**src/rtl/plt_pkg.sv**
```systemverilog
`default_nettype none
// ----------------------------------------------------------------------------
// plt_pkg
// Shared constants, types and reset tables for the transfer function lookup.
// ----------------------------------------------------------------------------
package plt_pkg;

  localparam int unsigned MaxPoints = 16;
  localparam int unsigned ValueBits = 16;

  typedef enum logic [1:0] {
    OP_WR_COLOR   = 2'd0,
    OP_WR_OPACITY = 2'd1,
    OP_QUERY      = 2'd2,
    OP_NOP        = 2'd3
  } opcode_e;

  localparam logic [1:0] CFG_COLOR_COUNT   = 2'd0;
  localparam logic [1:0] CFG_OPACITY_COUNT = 2'd1;
  localparam logic [1:0] CFG_SAMPLE_COUNT  = 2'd2;

  // Jet map in Q0.16: position, red, green, blue.
  function automatic logic [63:0] jet_point(input int unsigned k);
    logic [63:0] p;
    begin
      case (k)
        0: p = {16'd0,     16'd0,     16'd0,     16'd36863};
        1: p = {16'd10923, 16'd0,     16'd0,     16'd65535};
        2: p = {16'd21845, 16'd0,     16'd65535, 16'd65535};
        3: p = {16'd32768, 16'd32769, 16'd65535, 16'd32769};
        4: p = {16'd43691, 16'd65535, 16'd65535, 16'd0};
        5: p = {16'd54613, 16'd65535, 16'd0,     16'd0};
        6: p = {16'd65535, 16'd32769, 16'd0,     16'd0};
        default: p = '0;
      endcase
      return p;
    end
  endfunction

endpackage
`default_nettype wire

```
**src/rtl/plt_div.sv**
```systemverilog
`default_nettype none
// ----------------------------------------------------------------------------
// plt_div
// Restoring divider, one quotient bit per cycle.
// ----------------------------------------------------------------------------
module plt_div #(
  parameter int unsigned NumBits = 32,
  parameter int unsigned DenBits = 16
) (
  input  wire logic               clk_i,
  input  wire logic               rst_ni,
  input  wire logic               start_i,
  input  wire logic [NumBits-1:0] num_i,
  input  wire logic [DenBits-1:0] den_i,
  output logic                    done_o,
  output logic      [NumBits-1:0] quo_o
);
  localparam int unsigned CntBits = $clog2(NumBits + 1);

  logic [NumBits-1:0] num_q;
  logic [DenBits-1:0] den_q;
  logic [DenBits:0]   rem_q;
  logic [CntBits-1:0] cnt_q;
  logic               busy_q;
  logic [DenBits+1:0] trial;

  assign trial = {rem_q, num_q[NumBits-1]} - {1'b0, 1'b0, den_q};

  always_ff @(posedge clk_i or negedge rst_ni) begin
    if (!rst_ni) begin
      busy_q <= 1'b0;
      done_o <= 1'b0;
      cnt_q  <= '0;
    end else begin
      done_o <= 1'b0;
      if (start_i) begin
        busy_q <= 1'b1;
        cnt_q  <= CntBits'(NumBits);
      end else if (busy_q) begin
        cnt_q <= cnt_q - 1'b1;
        if (cnt_q == CntBits'(1)) begin
          busy_q <= 1'b0;
          done_o <= 1'b1;
        end
      end
    end
  end

  always_ff @(posedge clk_i) begin
    if (start_i) begin
      num_q <= num_i;
      den_q <= den_i;
      rem_q <= '0;
      quo_o <= '0;
    end else if (busy_q) begin
      num_q <= num_q << 1;
      if (!trial[DenBits+1]) begin
        rem_q <= trial[DenBits:0];
        quo_o <= {quo_o[NumBits-2:0], 1'b1};
      end else begin
        rem_q <= {rem_q[DenBits-1:0], num_q[NumBits-1]};
        quo_o <= {quo_o[NumBits-2:0], 1'b0};
      end
    end
  end
endmodule
`default_nettype wire

```
**src/rtl/piecewise_linear_transfer_function_top.sv**
```systemverilog
`default_nettype none
// ----------------------------------------------------------------------------
// piecewise_linear_transfer_function_top
// Color and opacity transfer function lookup over two control point memories.
// ----------------------------------------------------------------------------
// Point writes leave busy low, so writes can follow back to back.
// A query holds busy through the sample position division (when more than one
// sample), the point reads in each table, one division per interpolated channel
// (four channels) and an output step per table. done marks the result for one
// cycle as busy drops; the next request goes at the following edge. After reset
// an init pass loads the tables, busy high.
module piecewise_linear_transfer_function_top
  import plt_pkg::*;
#(
  parameter int unsigned MAX_POINTS = MaxPoints
) (
  input  wire logic        clk_i,
  input  wire logic        rst_ni,
  input  wire logic        start,
  output logic             busy,
  output logic             done,
  input  wire logic [1:0]  opcode_i,
  input  wire logic [3:0]  point_index_i,
  input  wire logic [15:0] position_i,
  input  wire logic [15:0] red_i,
  input  wire logic [15:0] green_i,
  input  wire logic [15:0] blue_i,
  input  wire logic [15:0] alpha_i,
  input  wire logic [11:0] sample_index_i,
  input  wire logic        cfg_we_i,
  input  wire logic [1:0]  cfg_index_i,
  input  wire logic [12:0] cfg_data_i,
  output logic [15:0]      out_red_o,
  output logic [15:0]      out_green_o,
  output logic [15:0]      out_blue_o,
  output logic [15:0]      out_opacity_o,
  output logic [11:0]      sample_number_o
);
  localparam int unsigned AW = $clog2(MAX_POINTS);
  localparam int unsigned CW = AW + 1;

  typedef enum logic [3:0] {
    S_INIT, S_IDLE, S_XDIV, S_SCAN, S_SCANW, S_MUL, S_DIV, S_DIVW, S_OUT
  } state_e;

  state_e state_q;
  logic [AW:0] ptr_q;
  logic        tbl_q;          // 0 color, 1 opacity
  logic [1:0]  ch_q;
  logic [4:0]  ccnt_q, ocnt_q;
  logic [12:0] scnt_q;
  logic [11:0] si_q;
  logic [15:0] x_q;
  logic [63:0] prev_q, cur_q;
  logic [15:0] res_q [4];
  logic [39:0] mul_q;
  logic [15:0] w_q;

  // Point memories, one synchronous read port each.
  logic [63:0] cmem [MAX_POINTS];
  logic [31:0] omem [MAX_POINTS];
  logic [63:0] crd_q;
  logic [31:0] ord_q;
  logic [AW-1:0] raddr;
  logic        cwe, owe;
  logic [AW-1:0] waddr;
  logic [63:0] cwd;
  logic [31:0] owd;

  logic accept;
  assign accept = start && !busy;

  always_comb begin
    cwe = 1'b0; owe = 1'b0;
    waddr = AW'(point_index_i);
    cwd = {position_i, red_i, green_i, blue_i};
    owd = {position_i, alpha_i};
    if (state_q == S_INIT) begin
      cwe = 1'b1; owe = 1'b1;
      waddr = ptr_q[AW-1:0];
      cwd = jet_point(32'(ptr_q));
      owd = (ptr_q == '0) ? 32'd0 : (ptr_q == (AW+1)'(1)) ? 32'hFFFF_FFFF : 32'd0;
    end else if (accept && ({28'd0, point_index_i} < 32'(MAX_POINTS))) begin
      cwe = (opcode_i == OP_WR_COLOR);
      owe = (opcode_i == OP_WR_OPACITY);
    end
  end

  assign raddr = ptr_q[AW-1:0];

  always_ff @(posedge clk_i) begin
    if (cwe) cmem[waddr] <= cwd;
    if (owe) omem[waddr] <= owd;
    crd_q <= cmem[raddr];
    ord_q <= omem[raddr];
  end

  // Shared divider: sample position and interpolated channel values.
  logic        dv_start, dv_done;
  logic [39:0] dv_num, dv_quo;
  logic [15:0] dv_den;
  plt_div #(.NumBits(40), .DenBits(16)) u_div (
    .clk_i, .rst_ni, .start_i(dv_start), .num_i(dv_num), .den_i(dv_den),
    .done_o(dv_done), .quo_o(dv_quo)
  );

  // Scan helpers.
  logic [4:0]  cnt_raw;
  logic [CW-1:0] neff;
  logic [63:0] rd;
  logic [15:0] rpos;
  logic [15:0] d_w, w_w;
  logic [15:0] pv, cv;
  always_comb begin
    cnt_raw = tbl_q ? ocnt_q : ccnt_q;
    if (cnt_raw == 5'd0) neff = CW'(1);
    else if (32'(cnt_raw) > 32'(MAX_POINTS)) neff = CW'(MAX_POINTS);
    else neff = CW'(cnt_raw);
    rd   = tbl_q ? {ord_q[31:16], ord_q[15:0], 32'd0} : crd_q;
    rpos = rd[63:48];
    d_w  = x_q - prev_q[63:48];
    w_w  = cur_q[63:48] - prev_q[63:48];
    case (ch_q)
      2'd0: begin pv = prev_q[47:32]; cv = cur_q[47:32]; end
      2'd1: begin pv = prev_q[31:16]; cv = cur_q[31:16]; end
      default: begin pv = prev_q[15:0]; cv = cur_q[15:0]; end
    endcase
  end

  logic [12:0] sm1;
  assign sm1 = scnt_q - 13'd1;

  logic [1:0] res_base;
  assign res_base = tbl_q ? 2'd3 : 2'd0;
  logic [1:0] last_ch;
  assign last_ch = tbl_q ? 2'd0 : 2'd2;

  always_comb begin
    dv_start = 1'b0; dv_num = '0; dv_den = '0;
    if (accept && opcode_i == OP_QUERY && scnt_q > 13'd1) begin
      dv_start = 1'b1;
      dv_num = {12'd0, sample_index_i, 16'd0};
      dv_den = {3'd0, sm1};
    end else if (state_q == S_DIV) begin
      dv_start = 1'b1;
      dv_num = mul_q + 40'(w_q >> 1);
      dv_den = w_q;
    end
  end

  always_ff @(posedge clk_i or negedge rst_ni) begin
    if (!rst_ni) begin
      state_q <= S_INIT;
      ptr_q <= '0;
      tbl_q <= 1'b0;
      ch_q <= '0;
      ccnt_q <= 5'd7;
      ocnt_q <= 5'd2;
      scnt_q <= 13'd256;
      busy <= 1'b1;
      done <= 1'b0;
    end else begin
      done <= 1'b0;
      if (cfg_we_i) begin
        case (cfg_index_i)
          CFG_COLOR_COUNT:   ccnt_q <= cfg_data_i[4:0];
          CFG_OPACITY_COUNT: ocnt_q <= cfg_data_i[4:0];
          CFG_SAMPLE_COUNT:  scnt_q <= cfg_data_i;
          default: ;
        endcase
      end
      case (state_q)
        S_INIT: begin
          ptr_q <= ptr_q + 1'b1;
          if (ptr_q == (AW+1)'(MAX_POINTS - 1)) begin
            state_q <= S_IDLE; busy <= 1'b0;
          end
        end
        S_IDLE: begin
          if (accept && opcode_i == OP_QUERY) begin
            busy <= 1'b1;
            si_q <= sample_index_i;
            x_q <= '0;
            tbl_q <= 1'b0;
            ptr_q <= '0;
            state_q <= (scnt_q > 13'd1) ? S_XDIV : S_SCANW;
          end
        end
        S_XDIV: begin
          if (dv_done) begin
            x_q <= (dv_quo > 40'hFFFF) ? 16'hFFFF : dv_quo[15:0];
            state_q <= S_SCANW;
          end
        end
        S_SCANW: begin
          // address settles, read lands next cycle
          state_q <= S_SCAN;
        end
        S_SCAN: begin
          // rd holds entry ptr_q
          cur_q <= rd;
          if (ptr_q == '0) prev_q <= rd;
          else prev_q <= cur_q;
          if (ptr_q == '0 && x_q <= rpos) begin
            res_q[res_base] <= rd[47:32];
            if (!tbl_q) begin res_q[1] <= rd[31:16]; res_q[2] <= rd[15:0]; end
            state_q <= S_OUT;
          end else if (ptr_q != '0 && x_q <= rpos) begin
            ch_q <= '0;
            state_q <= S_MUL;
          end else if (ptr_q + 1'b1 >= (AW+1)'(neff)) begin
            res_q[res_base] <= rd[47:32];
            if (!tbl_q) begin res_q[1] <= rd[31:16]; res_q[2] <= rd[15:0]; end
            state_q <= S_OUT;
          end else begin
            ptr_q <= ptr_q + 1'b1;
            state_q <= S_SCANW;
          end
        end
        S_MUL: begin
          w_q <= w_w;
          mul_q <= 40'(32'(pv) * 32'(w_w - d_w)) + 40'(32'(cv) * 32'(d_w));
          if (w_w == 16'd0) begin
            res_q[res_base + ch_q] <= pv;
            if (ch_q == last_ch) state_q <= S_OUT;
            else ch_q <= ch_q + 1'b1;
          end else begin
            state_q <= S_DIV;
          end
        end
        S_DIV: state_q <= S_DIVW;
        S_DIVW: begin
          if (dv_done) begin
            res_q[res_base + ch_q] <= dv_quo[15:0];
            if (ch_q == last_ch) state_q <= S_OUT;
            else begin ch_q <= ch_q + 1'b1; state_q <= S_MUL; end
          end
        end
        S_OUT: begin
          if (!tbl_q) begin
            tbl_q <= 1'b1; ptr_q <= '0; state_q <= S_SCANW;
          end else begin
            done <= 1'b1; busy <= 1'b0; state_q <= S_IDLE;
          end
        end
        default: state_q <= S_IDLE;
      endcase
    end
  end

  assign out_red_o       = res_q[0];
  assign out_green_o     = res_q[1];
  assign out_blue_o      = res_q[2];
  assign out_opacity_o   = res_q[3];
  assign sample_number_o = si_q;

  // Check: a result only follows a busy cycle.
  assert property (@(posedge clk_i) disable iff (!rst_ni) done |-> $past(busy))
    else $error("result without request");
  // Check: no memory write in the scan state of a query.
  assert property (@(posedge clk_i) disable iff (!rst_ni)
    (state_q == S_SCAN) |-> !cwe && !owe)
    else $error("point write during scan");
  // Check: busy drops exactly with a result or leaving init.
  assert property (@(posedge clk_i) disable iff (!rst_ni)
    $fell(busy) |-> done || $past(state_q == S_INIT))
    else $error("busy dropped early");
endmodule
`default_nettype wire
```
**config.mk**
```make
export PLATFORM = sky130hd
export DESIGN_NAME = piecewise_linear_transfer_function_top
export DESIGN_NICKNAME = d
export VERILOG_FILES = /design/src/rtl/plt_pkg.sv /design/src/rtl/plt_div.sv /design/src/rtl/piecewise_linear_transfer_function_top.sv
export SDC_FILE = /design/constraint.sdc
export NUM_CORES = 2
export LEC_CHECK = 0
export BUFFER_PORTS_ARGS = -buffer_cell sky130_fd_sc_hd__buf_2
export CORE_ASPECT_RATIO = 0.8
export CORE_UTILIZATION = 45
export CTS_CLUSTER_DIAMETER = 40
export DETAILED_ROUTE_END_ITERATION = 12
export SLEW_MARGIN = 20
export SYNTH_ARGS = -nofsm -noshare
export SYNTH_HDL_FRONTEND = slang
export SYNTH_SLANG_ARGS = --single-unit
```
**constraint.sdc**
```tcl
create_clock -name clk_i -period 13.5 [get_ports clk_i]
set_clock_uncertainty 0.05 [all_clocks]
set_input_delay 1.35 -clock clk_i [delete_from_list [all_inputs] [get_ports clk_i]]
set_output_delay 1.35 -clock clk_i [all_outputs]
set_load 0.02 [all_outputs]
```
==> flow_metrics.env <==
export IMPL_status="complete, no violations"
export IMPL_wl_per_cell_um=27.3
export IMPL_arrival_ps=13040
export IMPL_netlist_area_leader_share=0.537
export IMPL_ys_async_sr_fraction=0.0218
export IMPL_cp_common_cell="inv_1"
export IMPL_end_kind="flip-flop"
export IMPL_drive_gt1_frac=0.190
export IMPL_max_freq_ghz=0.0805
export IMPL_grt_setup_unrepaired="no"
export IMPL_fin_crit_ps=12430
export IMPL_cts_root_buf="clkbuf_16"
export IMPL_worst_slew_pin_slew_ps=1250
export IMPL_setup_worst_path_start_class="flip-flop"
export IMPL_design_area_mm2=0.119
export IMPL_vias_per_cell=5.77
export IMPL_cts_tree="done"
export IMPL_final_cells=10543
export IMPL_numClockSinks=2066
export IMPL_slew_viol_final=0
export IMPL_core_mm2=0.230
export IMPL_start_util=0.454
export IMPL_avgSynthCellArea_um2=14.9
export IMPL_antenna_found_initial=7
export IMPL_die_x_um=541
export IMPL_vias=60782
export IMPL_crit_reg2reg_launch="prev_q[49]$_DFFE_PP_"
export IMPL_ys_types=86
export IMPL_highest_layer="met5"
export IMPL_drc=0
export IMPL_reg2reg_depth=41
export IMPL_syn_nets=7973
export IMPL_grt_max_degree=105
export IMPL_dr_wl_met3_um=24200
export IMPL_cts_resized_gates=0
export IMPL_synth_edff_count=1868
export IMPL_dieArea_mm2=0.234
export IMPL_grt_pass1_vias=61237
export IMPL_cts_made_buffers=270
export IMPL_maxSlewHeadroom=0.165
export IMPL_hold_start="ccnt_q[4]$_DFFE_PN0P_"
export IMPL_reg2reg_to="mul_q[39]$_DFFE_PP_"
export IMPL_synth_seq_cells=2066
export IMPL_placed_cells=10052
export IMPL_synth_commonest_cells="edfxtp_1 (1868), inv_1 (767), nand2_1 (610)"
export IMPL_wl_met2_um=129000
export IMPL_m1WireLength_um=126000
export IMPL_syn_cell_area_mm2=0.104
export IMPL_ant_nets=0
export IMPL_yosysWarnings=0
export IMPL_htreeDepth=5
export IMPL_routed_wirelength_um=288000
export IMPL_yosysTopAreaCell="edfxtp_1"
export IMPL_io_buffers=194
export IMPL_cts_buffer_depth=4
export IMPL_synth_ff_type="edfxtp_1"
export IMPL_worstSetupPathType="flip-flop to flip-flop"
export IMPL_rows=157
export IMPL_drt_pass1_iterations=6
export IMPL_postCtsSetupBuffers=0
export IMPL_yosysSeqAreaShare=0.577
export IMPL_cpMaxStageDelayCell="a21oi_1"
export IMPL_critPathMaxStageDelay_ps=720
export IMPL_drt_iter0_drc=6188
export IMPL_hold_depth=1
export IMPL_yosysMostFrequentCell="edfxtp_1"
export IMPL_crit_fanout=13
export IMPL_r2r_slack_ps=1070
export IMPL_die_h_um=433
export IMPL_cp_required_ps=14110
export IMPL_final_nets=8286
export IMPL_fin_util=0.516
export IMPL_maxCapViolations=0
export IMPL_place_hpwl_um=192000
export IMPL_hold_path_class="flip-flop to flip-flop"
export IMPL_io_pins=195
export IMPL_overflow=0
export IMPL_synth_area_leaders="edfxtp_1 (54%), fa_1 (11%), mux4_2 (10%), ha_1 (3.7%), dfxtp_1 (2.9%)"
export IMPL_hold_end="ccnt_q[4]$_DFFE_PN0P_"
export IMPL_ctsHoldBuffers=0
export IMPL_post_dp_cell_area_mm2=0.110
export IMPL_finalSetupViolations=0
export IMPL_grt_first_pass_wirelength_um=421000
export IMPL_finalCritPeriodShare=0.920
export IMPL_cts_clk_slew_worst_paths_ps=50
export IMPL_grt_usage=0.248
export IMPL_finalWeightedCongestion=0.952
export IMPL_finalHoldViolCount=0
export IMPL_syn_to_final_growth_pct=13.6
export IMPL_setup_tns_ps=0
export IMPL_clk_latency_ps=870
export IMPL_synth_cells=6990
registers in the layout (all words and copies together), names as in the netlist, 6 cells and up:
register	cells
crd_q	64
w_q	16
x_q	16
scnt_q	13
u_div.cnt_q	6
ord_q	32
u_div.rem_q	17
u_div.num_q	40
cmem	1024
mul_q	40
prev_q	64
cur_q	64
res_q	64
sample_number_o	12
u_div.den_q	16
omem	512
u_div.quo_o	40
placed cells by master, fill, tap and decap left out, types with 33 or more instances in the layout:
| cell type | netlist | final |
|---|---|---|
| dfrtp_1 | 39 | 33 |
| o211ai_1 | 46 | 46 |
| fa_1 | 559 | 559 |
| nor3_1 | 99 | 97 |
| mux2_2 | 44 | 44 |
| mux2i_1 | 87 | 87 |
| inv_1 | 767 | 767 |
| mux4_2 | 480 | 480 |
| nand2b_1 | 55 | 54 |
| inv_6 | 0 | 36 |
| xor2_1 | 45 | 44 |
| nor2_1 | 373 | 338 |
| nor2b_1 | 54 | 54 |
| edfxtp_1 | 1868 | 1868 |
| a21oi_1 | 158 | 147 |
| nand3_1 | 92 | 91 |
| ha_1 | 307 | 307 |
| buf_4 | 0 | 160 |
| o21ai_0 | 149 | 149 |
| clkbuf_1 | 260 | 34 |
| xnor2_1 | 93 | 92 |
| clkbuf_16 | 0 | 279 |
| dfxtp_1 | 153 | 153 |
| a21o_1 | 126 | 126 |
| o21a_1 | 34 | 34 |
| nor2_4 | 0 | 34 |
| buf_2 | 9 | 194 |
| nand2_1 | 610 | 608 |
per-stage QoR:
stage | worst slack [ps] | hold slack [ps]
3_5_place_dp | 1090 | 451
3_3_place_gp | 1110 | 428
2_1_floorplan | 2150 | 411
6_report | 1070 | 459
4_1_cts | 1110 | 450
5_1_grt | 212 | 480
how the worst max path moves through the flow:
stage / slack [ps] / to / from
floorplan: 2150 / mul_q[39]$_DFFE_PP_ / x_q[0]$_SDFFCE_PN0P_
global placement: 1110 / mul_q[38]$_DFFE_PP_ / prev_q[49]$_DFFE_PP_
detailed placement: 1090 / mul_q[38]$_DFFE_PP_ / prev_q[49]$_DFFE_PP_
CTS: 1110 / mul_q[38]$_DFFE_PP_ / prev_q[49]$_DFFE_PP_
global route: 210 / mul_q[37]$_DFFE_PP_ / prev_q[49]$_DFFE_PP_
finish: 1070 / mul_q[39]$_DFFE_PP_ / prev_q[49]$_DFFE_PP_
kinds of logic (layout without fill, tap and decap cells):
group	after synthesis	count (layout)	synth area share
other	0	4	0
adders and majority gates	866	866	0.144
and+or+nand+nor	1479	1479	0.0638
AOI/OAI and AO/OA	735	735	0.0462
buffers and inverters	1084	1612	0.0392
muxes	621	621	0.118
xor gates and xnor gates	139	139	0.0117
DFF	2066	2066	0.577
metal layers:
| metal | global-route usage | up-vias |
|---|---|---|
| met4 | 0.0759 | 4 |
| li1 | - | 26124 |
| met1 | 0.360 | 31689 |
| met3 | 0.0484 | 449 |
| met5 | 0 | - |
| met2 | 0.378 | 2516 |
layout make-up:
type	instances	area, µm²
well taps	3021	3780
inverters	768	2880
flip-flops and latches	2066	60300
repair buffers	357	2230
diodes	4	10.0
multi-input cells	3840	40500
clock inverters	164	1630
clock buffers	323	7250
fillers	19023	111000
critical path, delay by kind of cell (launching register included):
family	cells	cell delay [ps]
adder cells (fa/ha/maj)	11	5290
flip-flops	1	410
XOR/XNOR	1	190
buffers and inverters	9	860
AO/OA/AOI/OAI	13	3650
AND/OR/NAND/NOR	7	1870
Power is left out: the tool's default activity adds up to more than one toggle a clock period on the data nets, which glitch-free logic cannot reach.
